**config.mk**
```make
export PLATFORM = sky130hd
export DESIGN_NAME = selective_repeat_sender_window
export DESIGN_NICKNAME = d
export VERILOG_FILES = /design/src/hw/rtl/srsw_pkg.sv /design/src/hw/rtl/srsw_slot_ram.sv /design/src/hw/rtl/srsw_result_buf.sv /design/src/hw/rtl/selective_repeat_sender_window.sv
export SDC_FILE = /design/constraint.sdc
export NUM_CORES = 2
export LEC_CHECK = 0
export ABC_AREA = 1
export ABC_CLOCK_PERIOD_IN_PS = 5350
export BUFFER_PORTS_ARGS = -buffer_cell sky130_fd_sc_hd__buf_4
export CAP_MARGIN = 10
export CORE_MARGIN = 2
export CORE_UTILIZATION = 50
export DETAILED_ROUTE_END_ITERATION = 12
export PLACE_DENSITY_LB_ADDON = 0.05
export SKIP_LAST_GASP = 1
export SYNTH_ARGS = -nofsm -noshare
export SYNTH_HDL_FRONTEND = slang
export SYNTH_SLANG_ARGS = --single-unit
```
**constraint.sdc**
```tcl
create_clock -name clk -period 5.35 [get_ports clk]
set_input_delay 1.07 -clock clk [delete_from_list [all_inputs] [get_ports clk]]
set_output_delay 1.07 -clock clk [all_outputs]
set_load 0.01 [all_outputs]
```
**src/hw/rtl/srsw_pkg.sv**
```systemverilog
`default_nettype none
package srsw_pkg;

	localparam int SLOTS      = 32;
	localparam int TIMER_BITS = 20;

	localparam int SLOT_W  = (SLOTS > 1) ? $clog2(SLOTS) : 1;
	localparam int CNT_W   = $clog2(SLOTS + 1);
	localparam int SEQ_W   = 31;
	localparam int ENTRY_W = 2 + TIMER_BITS;

	localparam logic [SEQ_W-1:0] SEQ_MAX = {SEQ_W{1'b1}};

	localparam logic [1:0] CMD_TICK  = 2'd0;
	localparam logic [1:0] CMD_ACK   = 2'd1;
	localparam logic [1:0] CMD_OFFER = 2'd2;

	localparam logic CFG_WINDOW  = 1'b0;
	localparam logic CFG_TIMEOUT = 1'b1;

	typedef enum logic [1:0] {
		ST_EMPTY = 2'd0,
		ST_WAIT  = 2'd1,
		ST_ACKED = 2'd2,
		ST_DONE  = 2'd3
	} slot_st_t;

	typedef enum logic [2:0] {
		ACT_NONE     = 3'd0,
		ACT_SEND     = 3'd1,
		ACT_RESEND   = 3'd2,
		ACT_REFUSED  = 3'd3,
		ACT_IGNORED  = 3'd4,
		ACT_COMPLETE = 3'd5
	} act_t;

	// A push queues one result; a close ends the current request.
	typedef struct packed {
		logic             push;
		logic             close;
		act_t             action;
		logic [SEQ_W-1:0] seq;
	} res_req_t;

	function automatic logic [SLOT_W-1:0] slot_inc(input logic [SLOT_W-1:0] s);
		logic [SLOT_W:0] r;
		r = {1'b0, s} + (SLOT_W+1)'(1);
		if (r >= (SLOT_W+1)'(SLOTS)) begin
			r = '0;
		end
		return r[SLOT_W-1:0];
	endfunction

	function automatic logic [SLOT_W-1:0] slot_add(input logic [SLOT_W-1:0] b,
		input logic [SLOT_W-1:0] off);
		logic [SLOT_W:0] r;
		r = {1'b0, b} + {1'b0, off};
		if (r >= (SLOT_W+1)'(SLOTS)) begin
			r = r - (SLOT_W+1)'(SLOTS);
		end
		return r[SLOT_W-1:0];
	endfunction

endpackage
`default_nettype wire

```
**src/hw/rtl/srsw_slot_ram.sv**
```systemverilog
`default_nettype none
module srsw_slot_ram #(
	parameter int DEPTH  = 32,
	parameter int WIDTH  = 22,
	parameter int ADDR_W = (DEPTH > 1) ? $clog2(DEPTH) : 1
) (
	input  wire logic              clk,
	input  wire logic              we,
	input  wire logic [ADDR_W-1:0] waddr,
	input  wire logic [WIDTH-1:0]  wdata,
	input  wire logic [ADDR_W-1:0] raddr,
	output logic      [WIDTH-1:0]  rdata
);

	logic [WIDTH-1:0] mem [DEPTH];

	always_ff @(posedge clk) begin
		if (we) begin
			mem[waddr] <= wdata;
		end
	end

	always_ff @(posedge clk) begin
		rdata <= mem[raddr];
	end

endmodule
`default_nettype wire

```
**src/hw/rtl/srsw_result_buf.sv**
```systemverilog
`default_nettype none
module srsw_result_buf (
	input  wire logic                clk,
	input  wire logic                arst_n,
	input  wire srsw_pkg::res_req_t  req,
	output logic                     pending,
	output logic                     result_strobe,
	output logic [2:0]               action,
	output logic [srsw_pkg::SEQ_W-1:0] seq_number,
	output logic                     last
);
	import srsw_pkg::*;

	logic             pend_v_q;
	act_t             pend_act_q;
	logic [SEQ_W-1:0] pend_seq_q;
	logic             strobe_q;
	act_t             act_q;
	logic [SEQ_W-1:0] seq_q;
	logic             last_q;

	// One result is held back so that the last one of a request can be marked.
	always_ff @(posedge clk or negedge arst_n) begin
		if (!arst_n) begin
			pend_v_q <= 1'b0;
			strobe_q <= 1'b0;
		end else begin
			strobe_q <= 1'b0;
			if (req.push) begin
				strobe_q <= pend_v_q;
				pend_v_q <= 1'b1;
			end else if (req.close) begin
				strobe_q <= pend_v_q;
				pend_v_q <= 1'b0;
			end
		end
	end

	always_ff @(posedge clk) begin
		if (req.push) begin
			act_q      <= pend_act_q;
			seq_q      <= pend_seq_q;
			last_q     <= 1'b0;
			pend_act_q <= req.action;
			pend_seq_q <= req.seq;
		end else if (req.close) begin
			act_q  <= pend_act_q;
			seq_q  <= pend_seq_q;
			last_q <= 1'b1;
		end
	end

	assign pending       = pend_v_q;
	assign result_strobe = strobe_q;
	assign action        = act_q;
	assign seq_number    = seq_q;
	assign last          = last_q;

endmodule
`default_nettype wire

```
**src/hw/rtl/selective_repeat_sender_window.sv**
```systemverilog
`default_nettype none
// An offer goes from acceptance through a close state back to idle; an ack in the window
// first writes its slot, and a tick walks the outstanding slots, one slot per cycle, then
// passes a tail state before the close. Results follow on one-cycle strobes; the last result of a
// request is on the ports in the first cycle with busy low, when the next may be accepted.
// Asynchronous reset empties the window, restores window_limit 20 and timeout_ticks 100;
// the slot memory itself is not cleared. The receiver cannot stall.
module selective_repeat_sender_window (
	input  wire logic                        clk,
	input  wire logic                        arst_n,
	input  wire logic                        start,
	output logic                             busy,
	input  wire logic [1:0]                  command,
	input  wire logic signed [31:0]          ack_number,
	input  wire logic                        is_final,
	input  wire logic                        cfg_we,
	input  wire logic                        cfg_index,
	input  wire logic [19:0]                 cfg_data,
	output logic                             result_strobe,
	output logic [2:0]                       action,
	output logic [srsw_pkg::SEQ_W-1:0]       seq_number,
	output logic                             last
);
	import srsw_pkg::*;

	typedef enum logic [2:0] {
		S_IDLE,
		S_ACK_WR,
		S_WALK,
		S_TAIL,
		S_CLOSE
	} state_t;

	state_t            state_q;
	logic [5:0]        window_limit_q;
	logic [19:0]       timeout_ticks_q;
	logic [SEQ_W-1:0]  base_q;
	logic [SEQ_W-1:0]  next_q;
	logic [SLOT_W-1:0] base_slot_q;
	logic [SLOT_W-1:0] next_slot_q;
	logic              final_seen_q;
	logic              done_q;
	logic [SLOT_W-1:0] ack_slot_q;
	logic [SLOT_W-1:0] walk_slot_q;
	logic [SEQ_W-1:0]  walk_seq_q;
	logic [CNT_W-1:0]  remaining_q;
	logic              prefix_q;

	logic                  accept;
	logic [31:0]           win32;
	logic [SEQ_W-1:0]      eff_win;
	logic [31:0]           to32;
	logic [TIMER_BITS-1:0] eff_to;
	logic [SEQ_W-1:0]      used;
	logic                  refuse;
	logic [SEQ_W-1:0]      ack_seq;
	logic                  ack_in;
	logic [SLOT_W-1:0]     ack_slot;

	logic                  mem_we;
	logic [SLOT_W-1:0]     mem_waddr;
	logic [ENTRY_W-1:0]    mem_wdata;
	logic [SLOT_W-1:0]     mem_raddr;
	logic [ENTRY_W-1:0]    mem_rdata;
	slot_st_t              rd_st;
	logic [TIMER_BITS-1:0] rd_tm;

	slot_st_t              new_st;
	logic [TIMER_BITS-1:0] new_tm;
	logic                  resend;
	logic                  complete;

	res_req_t req;
	logic     pending;

	assign busy   = (state_q != S_IDLE);
	assign accept = start && !busy;

	always_comb begin
		win32 = 32'(window_limit_q);
		if (win32 == 32'd0) begin
			win32 = 32'd1;
		end else if (win32 > 32'(SLOTS)) begin
			win32 = 32'(SLOTS);
		end
		eff_win = win32[SEQ_W-1:0];
	end

	always_comb begin
		to32   = 32'(timeout_ticks_q);
		eff_to = to32[TIMER_BITS-1:0];
		if (eff_to == '0) begin
			eff_to = TIMER_BITS'(1);
		end
	end

	assign used   = next_q - base_q;
	assign refuse = done_q || final_seen_q || (used >= eff_win) || (next_q == SEQ_MAX);

	assign ack_seq  = ack_number[SEQ_W-1:0];
	assign ack_in   = !ack_number[31] && (ack_seq >= base_q) && (ack_seq < next_q);
	assign ack_slot = slot_add(base_slot_q, SLOT_W'(ack_seq - base_q));

	assign rd_st = slot_st_t'(mem_rdata[ENTRY_W-1:TIMER_BITS]);
	assign rd_tm = mem_rdata[TIMER_BITS-1:0];

	// Countdown of the slot that the walk has just read.
	always_comb begin
		new_st = rd_st;
		new_tm = rd_tm;
		resend = 1'b0;
		if (rd_st == ST_WAIT || rd_st == ST_ACKED) begin
			if (rd_tm > TIMER_BITS'(1)) begin
				new_tm = rd_tm - TIMER_BITS'(1);
			end else if (rd_st == ST_ACKED) begin
				new_st = ST_DONE;
				new_tm = '0;
			end else begin
				new_tm = eff_to;
				resend = 1'b1;
			end
		end
	end

	assign complete = final_seen_q && (base_q == next_q);

	always_comb begin
		req        = '0;
		req.action = ACT_NONE;
		mem_we     = 1'b0;
		mem_waddr  = walk_slot_q;
		mem_wdata  = {new_st, new_tm};
		mem_raddr  = base_slot_q;
		case (state_q)
			S_IDLE: begin
				if (command == CMD_ACK) begin
					mem_raddr = ack_slot;
				end
				if (accept) begin
					if (command == CMD_OFFER) begin
						req.push   = 1'b1;
						req.seq    = next_q;
						if (refuse) begin
							req.action = ACT_REFUSED;
						end else begin
							req.action = ACT_SEND;
							mem_we     = 1'b1;
							mem_waddr  = next_slot_q;
							mem_wdata  = {ST_WAIT, eff_to};
						end
					end else if (command == CMD_ACK) begin
						req.push   = 1'b1;
						req.action = ack_in ? ACT_NONE : ACT_IGNORED;
						req.seq    = ack_number[31] ? '0 : ack_seq;
					end else if (done_q) begin
						req.push   = 1'b1;
						req.action = ACT_NONE;
						req.seq    = '0;
					end
				end
			end
			S_ACK_WR: begin
				mem_waddr = ack_slot_q;
				mem_wdata = {ST_ACKED, rd_tm};
				mem_we    = (rd_st == ST_WAIT);
			end
			S_WALK: begin
				mem_raddr  = slot_inc(walk_slot_q);
				mem_we     = 1'b1;
				req.push   = resend;
				req.action = ACT_RESEND;
				req.seq    = walk_seq_q;
			end
			S_TAIL: begin
				if (complete) begin
					req.push   = 1'b1;
					req.action = ACT_COMPLETE;
					req.seq    = next_q - SEQ_W'(1);
				end else if (!pending) begin
					req.push   = 1'b1;
					req.action = ACT_NONE;
					req.seq    = base_q;
				end
			end
			S_CLOSE: begin
				req.close = 1'b1;
			end
			default: begin
				req.close = 1'b0;
			end
		endcase
	end

	always_ff @(posedge clk or negedge arst_n) begin
		if (!arst_n) begin
			window_limit_q  <= 6'd20;
			timeout_ticks_q <= 20'd100;
		end else if (cfg_we) begin
			case (cfg_index)
				CFG_WINDOW:  window_limit_q  <= cfg_data[5:0];
				CFG_TIMEOUT: timeout_ticks_q <= cfg_data;
				default:     window_limit_q  <= window_limit_q;
			endcase
		end
	end

	always_ff @(posedge clk or negedge arst_n) begin
		if (!arst_n) begin
			state_q      <= S_IDLE;
			base_q       <= '0;
			next_q       <= '0;
			base_slot_q  <= '0;
			next_slot_q  <= '0;
			final_seen_q <= 1'b0;
			done_q       <= 1'b0;
			prefix_q     <= 1'b0;
		end else begin
			case (state_q)
				S_IDLE: begin
					if (accept) begin
						if (command == CMD_OFFER) begin
							state_q <= S_CLOSE;
							if (!refuse) begin
								next_q      <= next_q + SEQ_W'(1);
								next_slot_q <= slot_inc(next_slot_q);
								if (is_final) begin
									final_seen_q <= 1'b1;
								end
							end
						end else if (command == CMD_ACK) begin
							state_q <= ack_in ? S_ACK_WR : S_CLOSE;
						end else if (done_q) begin
							state_q <= S_CLOSE;
						end else begin
							prefix_q <= 1'b1;
							state_q  <= (used == '0) ? S_TAIL : S_WALK;
						end
					end
				end
				S_ACK_WR: begin
					state_q <= S_CLOSE;
				end
				S_WALK: begin
					// The base follows the walk as long as every slot behind it is done.
					if (prefix_q && new_st == ST_DONE) begin
						base_q      <= base_q + SEQ_W'(1);
						base_slot_q <= slot_inc(base_slot_q);
					end else begin
						prefix_q <= 1'b0;
					end
					if (remaining_q == CNT_W'(1)) begin
						state_q <= S_TAIL;
					end
				end
				S_TAIL: begin
					if (complete) begin
						done_q <= 1'b1;
					end
					state_q <= S_CLOSE;
				end
				S_CLOSE: begin
					state_q <= S_IDLE;
				end
				default: begin
					state_q <= S_IDLE;
				end
			endcase
		end
	end

	always_ff @(posedge clk) begin
		if (state_q == S_IDLE) begin
			ack_slot_q  <= ack_slot;
			walk_slot_q <= base_slot_q;
			walk_seq_q  <= base_q;
			remaining_q <= CNT_W'(used);
		end else if (state_q == S_WALK) begin
			walk_slot_q <= slot_inc(walk_slot_q);
			walk_seq_q  <= walk_seq_q + SEQ_W'(1);
			remaining_q <= remaining_q - CNT_W'(1);
		end
	end

	srsw_slot_ram #(
		.DEPTH (SLOTS),
		.WIDTH (ENTRY_W)
	) u_slot_ram (
		.clk   (clk),
		.we    (mem_we),
		.waddr (mem_waddr),
		.wdata (mem_wdata),
		.raddr (mem_raddr),
		.rdata (mem_rdata)
	);

	srsw_result_buf u_result_buf (
		.clk           (clk),
		.arst_n        (arst_n),
		.req           (req),
		.pending       (pending),
		.result_strobe (result_strobe),
		.action        (action),
		.seq_number    (seq_number),
		.last          (last)
	);

`ifndef SYNTHESIS
	a_idle_no_pending: assert property (@(posedge clk) disable iff (!arst_n)
		(state_q == S_IDLE) |-> !pending)
		else $error("result still held while idle");
	a_window_bound: assert property (@(posedge clk) disable iff (!arst_n)
		used <= SEQ_W'(SLOTS))
		else $error("window wider than the slot table");
	a_walk_count: assert property (@(posedge clk) disable iff (!arst_n)
		(state_q == S_WALK) |-> (remaining_q != '0))
		else $error("walk runs with no slot left");
	a_done_empty: assert property (@(posedge clk) disable iff (!arst_n)
		done_q |-> (base_q == next_q))
		else $error("transfer done with packets outstanding");
	a_close_strobe: assert property (@(posedge clk) disable iff (!arst_n)
		(state_q == S_CLOSE) |=> (result_strobe && last))
		else $error("request closed without a last result");
`endif

endmodule
`default_nettype wire

```
* Word-level counts from Yosys, hierarchy flattened *
Memory sizes are Yosys's and may differ from the RTL's. A register that Yosys moved wholly into a read port is not among the register bits.
Cells that the tools add are included.

word-level totals
  register bits = 222
  bits in latches = 0
  memory bits (writable) = 704
  bits in read-only memories = 0
  input bits = 60
  output and inout port bits = 37
  logic and storage cells = 168
  memories = 1

memory list
  name            words  width  rd ports  clocked after Yosys merged registers in  write ports  RTL line             source
  u_slot_ram.mem  32     22     1         1                                        1            srsw_slot_ram.sv:15  logic [WIDTH-1:0] mem [DEPTH];

operators by class
  add/subtract/negate cells = 13
  multiply operators = 0
  div/mod/pow operators = 0
  $lt $le $gt $ge = 9
  equality and inequality tests = 18
  shifts and indexed selects = 0
  muxes and demuxes = 77
  bitwise operators = 2
  reductions and logical operators = 27

operator list
  operator                                                   count
  two-way mux 31 bit                                         7
  two-way mux 34 bit                                         4
  one-hot mux 34 bit (3 select lines)                        1
  adder 31 x 1 -> 31 bit (second input constant)             3
  two-way mux 20 bit                                         4
  two-way mux 22 bit                                         3
  greater-or-equal comparator 31 bit                         2
  two-way mux 5 bit                                          10
  one-hot mux 22 bit (2 select lines)                        1
  equality test 31 bit                                       1
  equality test 31 bit (second input constant)               1
  logical NOT 31 bit                                         1
  < comparator 31 bit                                        1
  subtractor 31 x 1 -> 31 bit (second input constant)        1
  subtractor 31 bit                                          1
  two-way mux 3 bit                                          9
  two-way mux 1 bit                                          25
  greater-or-equal comparator 6 bit (second input constant)  4
  > comparator 20 x 1 -> 1 bit (second input constant)       1
  logical NOT 20 bit                                         1
  one-hot mux 5 bit (2 select lines)                         2
  subtractor 20 x 1 -> 20 bit (second input constant)        1
  adder 5 x 1 -> 6 bit (second input constant)               3
  two-way mux 6 bit                                          3
  other kinds (29)                                           56

* Depth between registers and ports, before layout *
  word-level depth = 12
  gate-level depth with buffers = 26
  depth with buffers taken out = 25

* Cells and area by module *
A second synthesis with hierarchy kept.

second synthesis, totals
  cells, all modules = 4992
  area, all modules = 47063.9 µm²

modules (own cells, without submodules)
  module                          times used  cells an instance  area an instance (µm²)  seq. area each (µm²)
  srsw_slot_ram                   1           2446               28900.2                 21580.7
  selective_repeat_sender_window  1           2465               16014.1                 4020.1
  srsw_result_buf                 1           81                 2149.6                  2112.0

* Worst setup path before layout *
No wires, ideal clock.

  kind = reg-to-reg
  start point = register next_q[0]
  end point = memory u_slot_ram.mem[10][0], enable pin
  setup time = 0.401 ns
  arrival = 4.322 ns
  required time = 4.949 ns
  path slack = 0.627 ns
  stages on the path, launching flop included = 24
  path buffers = 1
  period minus slack after synthesis = 4.723 ns
  cells stage by stage = dfrtp_1 clkinv_1 ha_1 fa_1 inv_1 nand3_1 nand3_1 xnor2_1 inv_1 ha_1 a21oi_1 a21oi_1 nor3_1 nand2_1 nor2_1 nand2_1 inv_2 nand3_2 buf_6 nand2_2 nand3_2 a21oi_2 nand2_2 nor2_1

on the way
  word-level cells in the longest chain between the ends = 10

RTL lines
  element                                  RTL line                               source
  from (decl)                              selective_repeat_sender_window.sv:38   logic [SEQ_W-1:0] next_q;
  from (signal assigned)                   selective_repeat_sender_window.sv:224  next_q <= next_q + SEQ_W'(1);
  subtractor 31 bit                        selective_repeat_sender_window.sv:97   assign used = next_q - base_q;
  greater-or-equal comparator 31 bit       selective_repeat_sender_window.sv:98   assign refuse = done_q || final_seen_q || (used >= eff_win) || (next_q == SEQ_MAX);
  logical OR 1 bit                         selective_repeat_sender_window.sv:98
  logical OR 1 bit (*)                     selective_repeat_sender_window.sv:98
  two-way mux 1 bit                        selective_repeat_sender_window.sv:143  if (refuse) begin
  two-way mux 1 bit                        selective_repeat_sender_window.sv:140  if (command == CMD_OFFER) begin
  two-way mux 1 bit                        selective_repeat_sender_window.sv:139  if (accept) begin
  one-hot mux 1 bit (3 select lines)       selective_repeat_sender_window.sv:134  case (state_q)
  two-way mux 1 bit                        srsw_slot_ram.sv:18                    if (we) begin
  two-way mux 1 bit (not written as such)  srsw_slot_ram.sv:19                    mem[waddr] <= wdata;
  to (decl)                                srsw_slot_ram.sv:15

Every way passes the cells marked *; elsewhere a longest branch is shown, timed or not.

* Worst setup path after layout *
  start point = register next_q[0]
  end point = memory u_slot_ram.mem[17][20], enable pin

Same word-level chain as after synthesis.

==> impl_metrics.ini <==
[finish]
fin_nets = 4858
area_growth_pct = 13.4
regArea_um2 = 27700
drive_gt1_share_pct = 11.9
fin_util_pct = 57.1
filler_cell_count = 8163
multiInputGateArea_um2 = 16300

[power_and_ir_drop]
netSwitchingPower_w = 0.0146
leakage_nw = 21.2
peakVddDrop_uv = 566
totalPowerFinal_w = 0.0345
p_per_area_nw_per_um2 = 649
switching_share_pct = 42.5
p_seq_share_pct = 35.3
pwr-share-comb_pct = 45.0
p_int_w = 0.0198
p_clk_share_pct = 19.7

[cts]
clockBufferDepth = 3
numCtsBuffers = 100
post_cts_buffers = 0
path_clk_slew_ps = 60
root_buffer = clkbuf_16
cts.sinks = 948
cts-resized-gates = 0
htree_num_levels = 3
cts_tree = yes
hold_buffers = 0
clkLatencyLatePin_ps = 700

[sta]
rsz0062_at_grt = no
hold_viol_final = 0
fin_skew_ps = 39.6
fin_crit_sh_pct = 92.7
finalSetupViolCount = 0
timing.hold.ws_ps = 330
slew_violations = 0
finalSetupTns_ps = 0
slew_headroom_pct = 25.0
fin_ws_ps = 391
max_freq_ghz = 0.202
min_period_ps = 4960
worst_slew_pin_slew_ps = 1120

[die]
floorplan.initialDensity_pct = 50.3
io_pins = 97
die_area_um2 = 96100
rows = 112
core-area_um2 = 93000
die_h_um = 310
fp.dieW_um = 310

[placed_design]
gp_congestion = 0.985
dp_hpwl_um = 96500
port_buffers = 96
place_ws_ps = 495

[synth]
ys_types = 61
synth_mux_area_share_pct = 2.66
synth_top_family_by_area = simple AND/OR/NAND/NOR gates
ys.warnings.count = 0
syn-num-nets = 4726
synthAdderAreaFrac_pct = 3.23
synth_cells = 4547
synthTopCellsByArea = edfxtp_1, nand2_1, dfrtp_1
syn_area_per_cell_um2 = 10.3
synth_top_area_share_pct = 52.5
ys_seq_area_share_pct = 59.2
synth_top_cell_by_area = edfxtp_1
synth_commonest_cells = nand2_1, edfxtp_1, inv_1, nand3_1, o211ai_1
synth_enable_flop_cells = 819
synth.most_common_cell = nand2_1
syn-cell-area_um2 = 46800
async_flop_share_pct = 11.2
synthFlopType = edfxtp_1
synth_compound_area_share_pct = 9.33
ys_ff_latch = 948
synth-simple-area-share_pct = 16.7
synth_xor_area_share_pct = 2.30

[global_route]
grt_usage_pct = 29.6
grt_pass1_wl_um = 210000
grt_max_degree = 107
grt_overflow = 0
grt_antenna_before_repair = 1
grt_pass1_vias = 33200

[setup_path]
r2r-start = next_q[0]
cp_max_fo = 17
end_kind = flop
r2r-end = u_slot_ram.mem[17][20]
cpPeakStageDelay_ps = 490
arrival_ps = 5340
worst_ep_required_time_ps = 5730
worstSetupPathType = reg -> reg
critical_path.startpoint_type = flop
rr_worst_depth = 25
rrSetupSlack_ps = 390
cp_common_cell = nand2_1
worstSetupStartpoint = next_q[0]
cp_slowest_cell = nor2_4

[routing]
drt-total-wl_um = 142000
drt-initial-drc-count = 3276
drtPass1Iterations = 6
vias = 34000
wl_per_cell_um = 23.6
final_antenna_net_count = 0
vias_per_cell = 5.65
drcViolationCount = 0

[run]
maxCapViolations = 0

[min_path]
min_path_type = in -> async

[run_status]
outcome = finished clean
-- metal layers --
metal,wire length [um],GRT usage [%]
met1,56400,36.1
met4,8440,16.3
met3,7170,4.00
met2,69800,51.1
met5,0,0
-- power groups by stage --
stage	registers, W	clock network, W	logic (W)
after floorplan	0.0122	0	0.00944
after global placement	0.0123	0	0.0154
after detailed placement	0.0123	0	0.0155
after CTS	0.0121	0.00689	0.0155
after global routing	0.0122	0.00720	0.0169
final	0.0122	0.00679	0.0155
-- registers in the layout (all words and copies together) (netlist names), 6 cells and up --
name                     cells
base_q                      31
next_q                      31
remaining_q                  6
timeout_ticks_q             20
u_result_buf.pend_seq_q     31
u_result_buf.seq_number     31
u_slot_ram.mem             704
u_slot_ram.rdata            22
walk_seq_q                  31
window_limit_q               6
-- per-stage QoR --
stage          area [um2]  instances
3_5_place_dp        49900       5831
3_3_place_gp        49900       5831
6_report            53100       6018
5_1_grt             53100       6016
2_1_floorplan       46800       4547
4_1_cts             53100       6016
-- how the worst max path moves through the flow --
stage                             endpoint  slack (ps)  cells after the start
global route         u_slot_ram.mem[17][5]          40                     23
floorplan            u_slot_ram.mem[10][0]         630                     23
global placement       u_slot_ram.rdata[8]         520                     17
detailed placement   u_slot_ram.mem[17][5]         500                     22
finish              u_slot_ram.mem[17][20]         390                     25
CTS                  u_slot_ram.mem[17][5]         440                     23
-- final cells by class --
type / count / area share, %
Antenna cell: 2 / 0.00942
Clock inverter: 48 / 0.864
Multi-Input combinational cell: 2788 / 30.7
Sequential cell: 948 / 52.2
Clock buffer: 137 / 5.14
Tap cell: 1254 / 2.95
Timing Repair Buffer: 229 / 3.82
Inverter: 612 / 4.33
-- worst max-delay path, delay by kind of cell (launching register included) --
| kind | cells | cell delay (ps) |
|---|---|---|
| compound gates | 1 | 70 |
| xor+xnor | 1 | 190 |
| fa+ha+maj | 3 | 980 |
| flops | 1 | 390 |
| buf+inv | 6 | 770 |
| simple gates | 14 | 2240 |
-- layout by cell type, fill, tap and decap left out, types with 29 or more instances in the layout --
master     count
nand4_1       68
o211ai_1     297
nor2_2        39
buf_4        204
edfxtp_1     819
mux2i_1       85
nand3_1      392
clkbuf_16    101
ha_1         116
o21ai_0      133
inv_1        581
nor3_1        59
mux2_2        35
dfrtp_1      101
a21oi_1      108
clkbuf_1      29
nor2_1       177
xor2_1       108
nand2_1      939
-- cells by family (layout without fill, tap and decap cells) --
group | Yosys count | count (layout)
and+or+nand+nor | 1772 | 1772
AOI/OAI and AO/OA | 654 | 654
muxes | 120 | 120
other | 0 | 2
DFF | 948 | 948
buffers and inverters | 811 | 1026
adders and majority gates | 119 | 119
xor gates and xnor gates | 123 | 123
Note: power is estimated with default switching activity, not from simulation.
